## config.mk

```make
export PLATFORM = sky130hd
export DESIGN_NAME = chunk_container_checker_core
export DESIGN_NICKNAME = d
export VERILOG_FILES = /design/src/rtl/core/ccc_pkg.sv /design/src/rtl/core/ccc_parser.sv /design/src/rtl/core/ccc_fifo.sv /design/src/rtl/core/chunk_container_checker_core.sv
export VERILOG_INCLUDE_DIRS = /design/src /design/src/rtl/core
export SDC_FILE = /design/constraint.sdc
export NUM_CORES = 2
export LEC_CHECK = 0
export BUFFER_PORTS_ARGS = -buffer_cell sky130_fd_sc_hd__buf_4
export CORE_MARGIN = 2
export CORE_UTILIZATION = 50
export DETAILED_ROUTE_END_ITERATION = 10
export PLACE_DENSITY = 0.66
export SYNTH_ARGS = -nofsm -noshare
export SYNTH_HDL_FRONTEND = slang
export SYNTH_SLANG_ARGS = --single-unit
```

## constraint.sdc

```tcl
create_clock -name i_clk -period 11 [get_ports i_clk]
set_clock_uncertainty 0.15 [all_clocks]
set_input_delay 0.55 -clock i_clk [delete_from_list [all_inputs] [get_ports i_clk]]
set_output_delay 0.55 -clock i_clk [all_outputs]
set_load 0.005 [all_outputs]
```

## src/rtl/core/chunk_container_checker_core_assert.svh

```systemverilog
// Assertion macros shared by the chunk container checker RTL.
// Depends on nothing; each use names its own clock and active-low reset.
`ifndef CHUNK_CONTAINER_CHECKER_CORE_ASSERT_SVH
`define CHUNK_CONTAINER_CHECKER_CORE_ASSERT_SVH

// Same-cycle implication, disabled while reset is held.
`define CCC_ASSERT_IMP(lbl, clk, rst_n, ante, cons) \
    lbl: assert property (@(posedge clk) disable iff (!rst_n) (ante) |-> (cons)) \
        else $error("ccc assertion failed (same cycle)");

// Next-cycle implication, disabled while reset is held.
`define CCC_ASSERT_NXT(lbl, clk, rst_n, ante, cons) \
    lbl: assert property (@(posedge clk) disable iff (!rst_n) (ante) |=> (cons)) \
        else $error("ccc assertion failed (next cycle)");

`endif

```

## src/rtl/core/ccc_pkg.sv

```systemverilog
// Package of the chunk container checker: codes, constants, result types, hash mix.
// Used by ccc_parser, ccc_fifo and chunk_container_checker_core.
`default_nettype none

package ccc_pkg;

    localparam logic [31:0] HASH_MUL        = 32'hC2B0C3CC;
    localparam logic [31:0] HASH_INIT       = 32'd1;
    localparam logic [31:0] END_CHUNK_BYTES = 32'd12;

    localparam int FIFO_DEPTH = 4;
    localparam int FIFO_AW    = $clog2(FIFO_DEPTH);

    localparam int CFG_IDX_W = 2;
    localparam logic [CFG_IDX_W-1:0] CFG_FILE_LENGTH = 2'd0;
    localparam logic [CFG_IDX_W-1:0] CFG_END_TYPE    = 2'd1;

    localparam logic [1:0] KIND_PAYLOAD = 2'd0;
    localparam logic [1:0] KIND_CHUNK   = 2'd1;
    localparam logic [1:0] KIND_FILE    = 2'd2;
    localparam logic [1:0] KIND_ERROR   = 2'd3;

    localparam logic [2:0] ERR_NONE      = 3'd0;
    localparam logic [2:0] ERR_SHORT     = 3'd1;
    localparam logic [2:0] ERR_OVERRUN   = 3'd2;
    localparam logic [2:0] ERR_HASH      = 3'd3;
    localparam logic [2:0] ERR_EARLY_END = 3'd4;
    localparam logic [2:0] ERR_TRUNC     = 3'd5;
    localparam logic [2:0] ERR_END_LEN   = 3'd6;

    typedef enum logic [1:0] {
        PH_HEADER,
        PH_PAYLOAD,
        PH_HASH,
        PH_STOP
    } t_phase;

    typedef struct packed {
        logic [31:0] file_length;
        logic [31:0] end_type;
    } t_cfg;

    typedef struct packed {
        logic [1:0]  kind;
        logic [31:0] chunk_kind;
        logic [7:0]  out_byte;
        logic [2:0]  error_code;
        logic        run_end;
    } t_result;

    // Multiply by the hash constant and fold the 64-bit product.
    function automatic logic [31:0] mix(input logic [31:0] h);
        logic [63:0] p;
        p = {32'd0, h} * {32'd0, HASH_MUL};
        return p[31:0] ^ p[63:32];
    endfunction

endpackage

`default_nettype wire

```

## src/rtl/core/ccc_parser.sv

```systemverilog
// Front end: takes one byte per beat, tracks the chunk structure and hash,
// and emits at most one result per byte. Depends on ccc_pkg and the assert header.
`default_nettype none
`include "chunk_container_checker_core_assert.svh"

module ccc_parser
    import ccc_pkg::*;
(
    input  wire logic    i_clk,
    input  wire logic    i_rst_n,
    input  wire logic    i_accept,
    input  wire logic [7:0] i_in_byte,
    input  wire t_cfg    i_cfg,
    output logic         o_push,
    output t_result      o_result
);

    t_phase      r_phase, n_phase;
    logic [31:0] r_pos;
    logic [2:0]  r_hidx;
    logic [1:0]  r_kidx;
    logic [31:0] r_left;
    logic [31:0] r_type;
    logic [31:0] r_plen;
    logic [31:0] r_hash;
    logic [1:0]  r_lane;
    logic [31:0] r_rx;
    logic [31:0] r_fhash;
    logic        r_in_final;
    logic [32:0] r_need;

    logic        start;
    logic [31:0] base_hash, base_type, base_plen;
    logic [1:0]  base_lane;
    logic [31:0] xored, mul_in, mixed, hashed;
    logic [31:0] type_new, plen_new, rx_new;
    logic [31:0] fl_m12;
    logic        fl_short, past_end, at_end, overrun;
    logic [33:0] need_sum;

    logic        fail, emit, to_hash, to_payload, to_header, to_stop;
    logic [2:0]  fail_code;
    logic [1:0]  emit_kind;
    logic [31:0] res_type;

    // Hash datapath: one lane xor, one shared multiplier
    always_comb begin
        start     = (r_phase == PH_HEADER) && (r_hidx == 3'd0);
        base_hash = start ? HASH_INIT : r_hash;
        base_lane = start ? 2'd0 : r_lane;
        base_type = start ? 32'd0 : r_type;
        base_plen = start ? 32'd0 : r_plen;
        xored     = base_hash ^ ({24'd0, i_in_byte} << {base_lane, 3'b000});
        mul_in    = (r_phase == PH_HASH) ? r_hash : xored;
        mixed     = mix(mul_in);
        hashed    = (base_lane == 2'd3) ? mixed : xored;
        type_new  = {base_type[23:0], i_in_byte};
        plen_new  = {base_plen[23:0], i_in_byte};
        rx_new    = {r_rx[23:0], i_in_byte};
        fl_short  = i_cfg.file_length < END_CHUNK_BYTES;
        fl_m12    = i_cfg.file_length - END_CHUNK_BYTES;
        past_end  = r_pos > fl_m12;
        at_end    = r_pos == fl_m12;
        need_sum  = {2'b00, plen_new} + {1'b0, r_need};
        overrun   = (plen_new != 32'd0) && (need_sum > {2'b00, i_cfg.file_length});
    end

    // Classify the byte
    always_comb begin
        fail       = 1'b0;
        fail_code  = ERR_NONE;
        emit       = 1'b0;
        emit_kind  = KIND_PAYLOAD;
        to_hash    = 1'b0;
        to_payload = 1'b0;
        to_header  = 1'b0;
        to_stop    = 1'b0;
        unique case (r_phase)
            PH_HEADER: begin
                if (start && fl_short) begin
                    fail      = 1'b1;
                    fail_code = ERR_SHORT;
                end else if (start && past_end) begin
                    fail      = 1'b1;
                    fail_code = ERR_TRUNC;
                end else if (r_hidx == 3'd3 && r_in_final && type_new != i_cfg.end_type) begin
                    fail      = 1'b1;
                    fail_code = ERR_TRUNC;
                end else if (r_hidx == 3'd7) begin
                    if (r_in_final) begin
                        if (plen_new != 32'd0) begin
                            fail      = 1'b1;
                            fail_code = ERR_END_LEN;
                        end else begin
                            to_hash = 1'b1;
                        end
                    end else if (overrun) begin
                        fail      = 1'b1;
                        fail_code = ERR_OVERRUN;
                    end else if (plen_new == 32'd0) begin
                        to_hash = 1'b1;
                    end else begin
                        to_payload = 1'b1;
                    end
                end
            end
            PH_PAYLOAD: begin
                emit      = 1'b1;
                emit_kind = KIND_PAYLOAD;
                to_hash   = (r_left == 32'd1);
            end
            PH_HASH: begin
                if (r_kidx == 2'd3) begin
                    if (rx_new != r_fhash) begin
                        fail      = 1'b1;
                        fail_code = ERR_HASH;
                    end else if (r_in_final) begin
                        emit      = 1'b1;
                        emit_kind = KIND_FILE;
                        to_stop   = 1'b1;
                    end else if (r_type == i_cfg.end_type) begin
                        fail      = 1'b1;
                        fail_code = ERR_EARLY_END;
                    end else begin
                        emit      = 1'b1;
                        emit_kind = KIND_CHUNK;
                        to_header = 1'b1;
                    end
                end
            end
            PH_STOP: begin
            end
            default: begin
            end
        endcase
    end

    // Next state
    always_comb begin
        n_phase = r_phase;
        if (i_accept) begin
            if (fail || to_stop) begin
                n_phase = PH_STOP;
            end else if (to_hash) begin
                n_phase = PH_HASH;
            end else if (to_payload) begin
                n_phase = PH_PAYLOAD;
            end else if (to_header) begin
                n_phase = PH_HEADER;
            end
        end
    end

    // Result toward the queue
    always_comb begin
        if (r_phase == PH_HEADER && !r_hidx[2]) begin
            res_type = start ? 32'd0 : type_new;
        end else begin
            res_type = r_type;
        end
        o_push              = i_accept && (fail || emit);
        o_result.kind       = fail ? KIND_ERROR : emit_kind;
        o_result.chunk_kind = res_type;
        o_result.out_byte   = (!fail && emit_kind == KIND_PAYLOAD) ? i_in_byte : 8'd0;
        o_result.error_code = fail ? fail_code : ERR_NONE;
        o_result.run_end    = 1'b1;
    end

    always_ff @(posedge i_clk) begin
        if (!i_rst_n) begin
            r_phase    <= PH_HEADER;
            r_pos      <= 32'd0;
            r_hidx     <= 3'd0;
            r_kidx     <= 2'd0;
            r_in_final <= 1'b0;
        end else if (i_accept) begin
            r_phase <= n_phase;
            r_pos   <= r_pos + 32'd1;
            if (r_phase == PH_HEADER) begin
                r_hidx <= r_hidx + 3'd1;
                if (start) begin
                    r_in_final <= at_end;
                end
            end
            if (to_hash) begin
                r_kidx <= 2'd0;
            end else if (r_phase == PH_HASH) begin
                r_kidx <= r_kidx + 2'd1;
            end
            if (to_header) begin
                r_hidx <= 3'd0;
            end
        end
    end

    // Payload registers: hash, fields, counters
    always_ff @(posedge i_clk) begin
        if (i_accept) begin
            unique case (r_phase)
                PH_HEADER: begin
                    r_hash <= hashed;
                    r_lane <= base_lane + 2'd1;
                    r_type <= r_hidx[2] ? base_type : type_new;
                    r_plen <= r_hidx[2] ? plen_new : base_plen;
                    if (start) begin
                        r_need <= {1'b0, r_pos} + {1'b0, END_CHUNK_BYTES};
                    end
                    if (to_payload) begin
                        r_left <= plen_new;
                    end
                end
                PH_PAYLOAD: begin
                    r_hash <= hashed;
                    r_lane <= r_lane + 2'd1;
                    r_left <= r_left - 32'd1;
                end
                PH_HASH: begin
                    r_rx <= rx_new;
                    if (r_kidx == 2'd0) begin
                        r_fhash <= (r_lane != 2'd0) ? mixed : r_hash;
                    end
                end
                PH_STOP: begin
                end
                default: begin
                end
            endcase
        end
    end

    `CCC_ASSERT_NXT(a_stop_sticks, i_clk, i_rst_n, r_phase == PH_STOP, r_phase == PH_STOP)
    `CCC_ASSERT_IMP(a_payload_left, i_clk, i_rst_n, r_phase == PH_PAYLOAD, r_left != 32'd0)
    `CCC_ASSERT_IMP(a_err_coded, i_clk, i_rst_n, o_push && o_result.kind == KIND_ERROR, o_result.error_code != ERR_NONE)
    `CCC_ASSERT_NXT(a_stop_silent, i_clk, i_rst_n, r_phase == PH_STOP && i_accept, !o_push)

endmodule

`default_nettype wire

```

## src/rtl/core/ccc_fifo.sv

```systemverilog
// Result queue between the parser and the output port.
// Depends on ccc_pkg for the result type and depth.
`default_nettype none

module ccc_fifo
    import ccc_pkg::*;
(
    input  wire logic    i_clk,
    input  wire logic    i_rst_n,
    input  wire logic    i_push,
    input  wire t_result i_data,
    input  wire logic    i_pop,
    output logic         o_full,
    output logic         o_valid,
    output t_result      o_data
);

    t_result            r_mem [FIFO_DEPTH];
    logic [FIFO_AW-1:0] r_wr, r_rd;
    logic [FIFO_AW:0]   r_count;
    logic               do_pop;

    assign do_pop  = i_pop && (r_count != '0);
    assign o_full  = (r_count == (FIFO_AW+1)'(FIFO_DEPTH));
    assign o_valid = (r_count != '0);
    assign o_data  = r_mem[r_rd];

    always_ff @(posedge i_clk) begin
        if (!i_rst_n) begin
            r_wr    <= '0;
            r_rd    <= '0;
            r_count <= '0;
        end else begin
            if (i_push) begin
                r_wr <= r_wr + 1'b1;
            end
            if (do_pop) begin
                r_rd <= r_rd + 1'b1;
            end
            case ({i_push, do_pop})
                2'b10:   r_count <= r_count + 1'b1;
                2'b01:   r_count <= r_count - 1'b1;
                default: r_count <= r_count;
            endcase
        end
    end

    always_ff @(posedge i_clk) begin
        if (i_push) begin
            r_mem[r_wr] <= i_data;
        end
    end

endmodule

`default_nettype wire

```

## src/rtl/core/chunk_container_checker_core.sv

```systemverilog
// Top level of the chunk container checker: configuration registers, parser, result queue.
// Depends on ccc_pkg, ccc_parser and ccc_fifo.
`default_nettype none

// Checks a stream of chunk data, one byte per input beat, against a file length
// and end-chunk type written beforehand on the configuration port (index 0:
// file length, index 1: end chunk type; other indexes are ignored). Each chunk
// is a big-endian type, a big-endian payload length, the payload and a 32-bit
// hash over type, length and payload. Every payload byte comes out as a beat of
// kind payload tagged with its chunk type; each chunk ends with a beat of kind
// chunk accepted, the end chunk in the last 12 bytes with file accepted, and any
// fault with one error beat carrying its code. After a verdict of file accepted
// or any error the block takes further bytes and drops them silently until reset.
// Rate: one byte per clock, sustained. Each byte passes through the parser,
// whose longest path is one lane xor into the 32x32 hash multiplier and fold;
// results then sit in a four-entry queue, and the input stalls only while that
// queue is full. The result beat of an accepted byte is registered in that queue.
module chunk_container_checker_core
    import ccc_pkg::*;
(
    input  wire logic                 i_clk,
    input  wire logic                 i_rst_n,
    input  wire logic                 i_cfg_we,
    input  wire logic [CFG_IDX_W-1:0] i_cfg_index,
    input  wire logic [31:0]          i_cfg_data,
    input  wire logic                 i_in_valid,
    output logic                      o_in_stall,
    input  wire logic [7:0]           i_in_byte,
    output logic                      o_out_valid,
    input  wire logic                 i_out_stall,
    output logic [1:0]                o_kind,
    output logic [31:0]               o_chunk_kind,
    output logic [7:0]                o_out_byte,
    output logic [2:0]                o_error_code,
    output logic                      o_run_end
);

    t_cfg    r_cfg;
    logic    accept;
    logic    push;
    logic    full;
    t_result res_in;
    t_result res_out;

    // Configuration: take writes immediately, drop unknown indexes
    always_ff @(posedge i_clk) begin
        if (!i_rst_n) begin
            r_cfg.file_length <= 32'd0;
            r_cfg.end_type    <= 32'd0;
        end else if (i_cfg_we) begin
            unique case (i_cfg_index)
                CFG_FILE_LENGTH: r_cfg.file_length <= i_cfg_data;
                CFG_END_TYPE:    r_cfg.end_type    <= i_cfg_data;
                default: begin
                end
            endcase
        end
    end

    // Hold input while the queue has no room for a possible result
    assign o_in_stall = full;
    assign accept     = i_in_valid && !full;

    ccc_parser u_parser (
        .i_clk     (i_clk),
        .i_rst_n   (i_rst_n),
        .i_accept  (accept),
        .i_in_byte (i_in_byte),
        .i_cfg     (r_cfg),
        .o_push    (push),
        .o_result  (res_in)
    );

    ccc_fifo u_fifo (
        .i_clk   (i_clk),
        .i_rst_n (i_rst_n),
        .i_push  (push),
        .i_data  (res_in),
        .i_pop   (!i_out_stall),
        .o_full  (full),
        .o_valid (o_out_valid),
        .o_data  (res_out)
    );

    assign o_kind       = res_out.kind;
    assign o_chunk_kind = res_out.chunk_kind;
    assign o_out_byte   = res_out.out_byte;
    assign o_error_code = res_out.error_code;
    assign o_run_end    = res_out.run_end;

endmodule

`default_nettype wire

```

# After elaboration in Yosys (flattened, before gate mapping)

Memories as Yosys holds them, arrays and structs flattened. A register that Yosys moved wholly into a read port is not among the register bits.
Cells that the tools add are included.

Shift operators: 1
Equality and inequality tests: 17
Add/subtract/negate cells: 13
Multiply operators: 1
Magnitude comparators: 3
Multiplexer cells: 89
Bitwise gates (word level): 2
Reduce and logical (&&, ||, !) cells: 45

Operator list:

| cell                                                                           | count |
|---|---|
| 32-bit 2-to-1 mux                                                              | 9 |
| 32-bit equality test                                                           | 2 |
| 32-bit != test                                                                 | 2 |
| 32-bit one-hot mux with 2 select lines                                         | 1 |
| 32-bit bitwise XOR                                                             | 2 |
| 32-bit by 30-bit multiplier with 62-bit output (second input constant)         | 1 |
| 24-bit 2-to-1 mux                                                              | 2 |
| 1-bit 2-to-1 mux                                                               | 42 |
| 3-bit 2-to-1 mux                                                               | 13 |
| 32-bit by 33-bit adder with 34-bit output                                      | 1 |
| 34-bit by 32-bit greater-than comparator with 1-bit output                     | 1 |
| 32-bit by 4-bit adder with 33-bit output (second input constant)               | 1 |
| 32-bit by 1-bit adder with 32-bit output (second input constant)               | 1 |
| 32-bit by 1-bit equality test with 1-bit output (second input constant)        | 1 |
| 32-bit greater-than comparator                                                 | 1 |
| 32-bit logical NOT                                                             | 1 |
| 32-bit by 4-bit less-than comparator with 1-bit output (second input constant) | 1 |
| 32-bit nonzero test                                                            | 1 |
| 8-bit by 5-bit left shift with 32-bit output                                   | 1 |
| 32-bit by 1-bit subtractor with 32-bit output (second input constant)          | 1 |
| 32-bit by 4-bit subtractor with 32-bit output (second input constant)          | 1 |
| 2-bit 2-to-1 mux                                                               | 15 |
| 2-bit AND reduction                                                            | 9 |
| 3-bit one-hot mux with 2 select lines                                          | 2 |
| 22 further kinds                                                               | 59 |

Input port bits: 47
Logic and storage cells: 191
Output and inout port bits: 48
Bits in registers: 322
Memories: 1
RAM bits: 180

Memory list:

| memory       | words | bits a word | read ports | clocked after memory_dff | wr ports | line           | RTL |
|---|---|---|---|---|---|---|---|
| u_fifo.r_mem | 4     | 45          | 1          | 1                        | 1        | ccc_fifo.sv:18 | `t_result r_mem [FIFO_DEPTH];` |

# Depth between registers and ports, before layout

Word-level depth: 17
Mapped depth: 39
Depth with buffers taken out: 34

# Hierarchy

Synthesis repeated with hierarchy kept, for this count alone.

Cell total of the unflattened synthesis: 4244
Area, all modules: 43673.1 µm²

Modules (own cells, without submodules):

| module                       | seq. area each (µm²) | cells an instance | area an instance (µm²) | instances |
|---|---|---|---|---|
| ccc_parser                   | 7136.8               | 3710              | 34018.9                | 1 |
| ccc_fifo                     | 5705.5               | 287               | 7165.6                 | 1 |
| chunk_container_checker_core | 1281.2               | 247               | 2488.6                 | 1 |

# Worst setup path after synthesis

OpenSTA, ideal clock, no wires.

Path type: register to register
From: reg u_parser.r_phase[0]
To: reg u_parser.r_hash[22] (data pin)
Setup time: 254 ps
Buffers on the path: 5
Clock period less this slack: 8564 ps
Required time: 10596 ps
Cell stages (with the launch flop): 33
Path slack: 2436 ps
Arrival: 8159 ps
Cells stage by stage: dfxtp_1 inv_1 ha_1 and3b_1 clkbuf_8 clkbuf_8 clkbuf_1 buf_1 a21oi_1 o21ai_0 o21ai_0 ha_1 ha_1 inv_1 fa_1 inv_1 fa_1 fa_1 fa_1 fa_1 inv_1 fa_1 inv_1 ha_1 clkbuf_1 nand2_1 or3_1 o31ai_1 a31oi_1 o21ai_0 xnor2_1 a211oi_1 o21a_1

Cells in the longest elaborated chain, start to end: 9
Elaborated cells on any way between the ends: 12
Classes of those cells: mul (1); eq/ne (2); shift (1); mux (4); bitwise (2); reduce/logical (2)

RTL lines:

| element                                        | line              | RTL |
|---|---|---|
| start, declared                                | ccc_parser.sv:18  | `t_phase r_phase, n_phase;` |
| start signal, assigned                         | ccc_parser.sv:177 | `r_phase <= n_phase;` |
| 2-bit logical NOT                              | ccc_parser.sv:48  | `start = (r_phase == PH_HEADER) && (r_hidx == 3'd0);` |
| 1-bit logical AND                              | ccc_parser.sv:48  |  |
| 2-bit 2-to-1 mux                               | ccc_parser.sv:50  | `base_lane = start ? 2'd0 : r_lane;` |
| 8-bit by 5-bit left shift with 32-bit output   | ccc_parser.sv:53  | `xored = base_hash ^ ({24'd0, i_in_byte} << {base_lane, 3'b000});` |
| 32-bit bitwise XOR                             | ccc_parser.sv:53  |  |
| 32-bit 2-to-1 mux                              | ccc_parser.sv:54  | `mul_in = (r_phase == PH_HASH) ? r_hash : xored;` |
| 32-bit by 30-bit multiplier with 62-bit output | ccc_pkg.sv:54     | `p = {32'd0, h} * {32'd0, HASH_MUL};` |
| 32-bit bitwise XOR                             | ccc_pkg.sv:55     | `return p[31:0] ^ p[63:32];` |
| 32-bit 2-to-1 mux *                            | ccc_parser.sv:56  | `hashed = (base_lane == 2'd3) ? mixed : xored;` |
| named net u_parser.hashed[22]                  | ccc_parser.sv:35  | `logic [31:0] xored, mul_in, mixed, hashed;` |
| end signal, assigned                           | ccc_parser.sv:201 | `r_hash <= hashed;` |
| end signal, assigned                           | ccc_parser.sv:213 | `r_hash <= hashed;` |
| end, declared                                  | ccc_parser.sv:25  | `logic [31:0] r_hash;` |

Mark *: on every way through the listed nets, which the timed path passes. The rest lies on a longest branch.
A chain may end at the register's enable or synchronous reset.

# Final worst setup path

From: reg u_parser.r_hidx[0]
To: reg u_parser.r_fhash[23] (data pin)

Cells in the longest elaborated chain, start to end: 9
Elaborated cells on any way between the ends: 10
Classes of those cells: mul (1); shift (1); mux (4); bitwise (2); reduce/logical (2)

RTL lines:

| element                                          | line              | RTL |
|---|---|---|
| start, declared                                  | ccc_parser.sv:20  | `logic [2:0] r_hidx;` |
| start signal, assigned                           | ccc_parser.sv:180 | `r_hidx <= r_hidx + 3'd1;` |
| 3-bit logical NOT *                              | ccc_parser.sv:48  |  |
| 1-bit logical AND *                              | ccc_parser.sv:48  |  |
| 2-bit 2-to-1 mux                                 | ccc_parser.sv:50  |  |
| 8-bit by 5-bit left shift with 32-bit output     | ccc_parser.sv:53  |  |
| 32-bit bitwise XOR *                             | ccc_parser.sv:53  |  |
| 32-bit 2-to-1 mux *                              | ccc_parser.sv:54  |  |
| 32-bit by 30-bit multiplier with 62-bit output * | ccc_pkg.sv:54     |  |
| 32-bit bitwise XOR *                             | ccc_pkg.sv:55     |  |
| 32-bit 2-to-1 mux *                              | ccc_parser.sv:220 | `r_fhash <= (r_lane != 2'd0) ? mixed : r_hash;` |
| end signal, assigned                             | ccc_parser.sv:220 |  |
| end, declared                                    | ccc_parser.sv:28  | `logic [31:0] r_fhash;` |

Mark *: on every way between the ends. The rest lies on a longest branch, timed or not.

==> key figures <==
Floorplanning
  – Initial Utilization: 0.506
  – Die H: 298 um
  – Area of the die: 88700 um2
  – # IOs: 95
  – Rows: 107
  – Die extent in x: 298 um
  – CORE AREA: 85300 um2

Synthesis
  – Synthesized area: 43200 um2
  – Netlist cell types: 94
  – Synth area leaders: edfxtp_1 27%, fa_1 15%, ha_1 14%, dfxtp_1 5.2%, inv_1 4.8%
  – Most frequent cells after synthesis: 552 x inv_1, 476 x ha_1, 391 x edfxtp_1
  – Number of synthesized flops with an enable pin: 391
  – Register area share after synthesis: 0.325
  – Mean Syn Cell Area: 10.2 um2
  – Post-synthesis adder-cell area fraction: 0.288
  – Post-synthesis xor/xnor area fraction: 0.0637
  – Multiplexer share of the synthesized area: 0.0309
  – Compound-gate portion of the synthesized area: 0.110
  – Syn Nets: 5086
  – Cells after Synth: 4239
  – Synth Register Bits: 504
  – Simple-Gate Fraction of Synth Area: 0.118
  – Post-synth top flop: edfxtp_1
  – Ys async rst share: 0
  – Synth top area share: 0.272
  – Yosys warns: 0
  – Largest family of logic cells by synthesized area: adder cells
  – Most numerous cell in the Yosys netlist: inv_1
  – Largest area contributor in the netlist: edfxtp_1

GRT
  – Initial antenna violation count: 3
  – GR Layer Usage met3: 0.0327
  – Total track usage: 0.302
  – GR Util met1: 0.408
  – Met2 usage: 0.499
  – Grt peak-use layer: met2
  – First-pass GRT wire length: 201000 um
  – Vias in the first global route: 31700
  – Total congestion overflow: 0
  – Largest net degree at the start of global routing: 115

Routing
  – # DRC: 0
  – First-pass DRT Iterations: 5
  – Drt wl/cell: 24.5 um
  – Vias/cell: 5.81
  – Post-detailed-routing wire length: 134000 um
  – Vias: 31700
  – Remaining antenna violation count after routing: 0
  – DR iter-0 viols: 2917

STA
  – Max Fclk: 0.0949 GHz
  – Worst setup margin: 0.461 ns
  – Ratio of final minimum period to clock period: 0.958
  – Final Hold Slack: 0.0694 ns
  – Slew @ Worst Pin: 1.17 ns
  – Min Tclk post-route: 10.54 ns
  – Fin. Hold Viols: 0
  – Unrepaired setup endpoints after global routing: false
  – Final setup viols: 0
  – Setup TNS: 0 ns
  – Slew headroom: 0.216
  – Final slew viol count: 0

Clock tree
  – Clk buf depth: 3
  – CTS tree: built
  – Setup Buffers After CTS: 0
  – Sink Count: 504
  – Cts hold-fix bufs: 0
  – H-tree depth: 2
  – Post-cts resize count: 0
  – Skew-Pair Late Insertion Delay: 0.62 ns
  – Clock transition at the registers of the reported paths: 0.07 ns
  – CTS root buffer: clkbuf_16
  – TritonCTS Buffers: 52

Layout
  – Multi-input gate area: 26400 um2
  – # nets final: 5107
  – Register Area: 14000 um2
  – Layout cells sized above 1: 0.0788
  – Area growth syn-to-layout: 8.20%
  – FILL cells: 7635

Placement
  – Placer Congestion: 0.975
  – Placement Setup Slack: 0.653 ns
  – I/O Buffers: 93
  – Detailed placer's ending HPWL: 107000 um

Flow run
  – Max cap viols: 0

Setup path
  – Critical Path AT: 10.70 ns
  – Top cell by count, worst path: a21oi_1
  – Largest stage delay on the critical path: 0.68 ns
  – Startpoint class of the critical path: flip-flop
  – Crit-path max FO: 17
  – Critical-path top delay cell: o41ai_2
  – Type of destination of the critical path: flip-flop
  – Critical Path RT: 11.16 ns
  – Setup Crit Path Kind: flip-flop to flip-flop

Min path
  – Worst hold path type: input pin to flip-flop

Outcome
  – Outcome: finished, final reports clean
## kinds of logic (layout without fill, tap and decap cells)
| logic type | after synthesis | in the layout |
|---|---|---|
| buffers and inverters | 724 | 788 |
| adder cells (fa/ha/maj) | 800 | 800 |
| XOR/XNOR | 314 | 314 |
| multiplexers | 74 | 74 |
| AND/OR/NAND/NOR | 1050 | 1050 |
| other | 1 | 2 |
| flip-flops | 504 | 504 |
| AO/OA/AOI/OAI | 772 | 772 |
## stage by stage
stage                      util  cell area, um2  instances
after floorplan               -           43200       4239
after global placement    0.527           44900       5350
after detailed placement  0.527           44900       5350
after CTS                 0.547           46700       5447
after global routing      0.547           46700       5447
final                     0.547           46700       5448
## registers in the layout (all words and copies together), names as in the netlist, 24 cells and up, named ones only
name	cells
u_parser.r_rx	24
u_fifo.r_mem	180
u_parser.r_pos	32
u_parser.r_need	33
r_cfg	64
u_parser.r_left	32
u_parser.r_hash	32
u_parser.r_type	24
u_parser.r_fhash	32
u_parser.r_plen	24
## worst max-delay path: cells and delay by family, from the launching register on
kind,cells,cell delay [ns]
buffers and inverters,6,0.51
xor gates and xnor gates,1,0.43
and+or+nand+nor,4,0.90
adders and majority gates,10,4.45
DFF,1,0.35
AOI/OAI and AO/OA,9,3.44
## placed cells by master, fill, tap and decap left out, types with 43 or more instances in the layout
cell,synthesis,routed
edfxtp_1,391,391
ha_1,476,475
xnor2_1,201,201
nor2_1,229,226
mux4_2,45,45
nand2_1,374,373
fa_1,324,324
xor2_1,113,113
nor3_1,46,46
o21ai_0,215,215
nand3_1,62,62
inv_1,552,552
buf_4,2,137
nand2b_1,51,51
nand4_1,50,50
and2_1,71,70
nor4_1,43,43
clkbuf_16,0,54
dfxtp_1,113,111
a21boi_0,80,79
a21o_1,51,51
a21oi_1,242,242
## final cells by class
type	count	share of cell area
multi-input cells	3011	0.565
flip-flops and latches	504	0.300
inverters	554	0.0446
well taps	1144	0.0307
clock buffers	61	0.0297
repair buffers	137	0.0220
clock inverters	36	0.00753
diodes	1	0.0000536
## path summary, 6_finish.rpt
check,start,to,slack [ns],depth (start not counted)
worst max-delay path,u_parser.r_hidx[0],u_parser.r_fhash[23],0.46,30
worst min-delay path,i_cfg_data[8],r_cfg[8],0.07,3
worst max register to register,u_parser.r_hidx[0],u_parser.r_fhash[23],0.46,30
worst min register to register,u_parser.r_rx[7],u_parser.r_rx[15],0.31,0
## routing by layer
metal | part of all wire | wire length [um]
met1 | 0.42 | 55600
met2 | 0.48 | 63600
met3 | 0.063 | 8430
met4 | 0.045 | 6040
met5 | 0 | 0
Power is left out: the tool's default activity adds up to more than one toggle a clock period on the data nets, which glitch-free logic cannot reach.
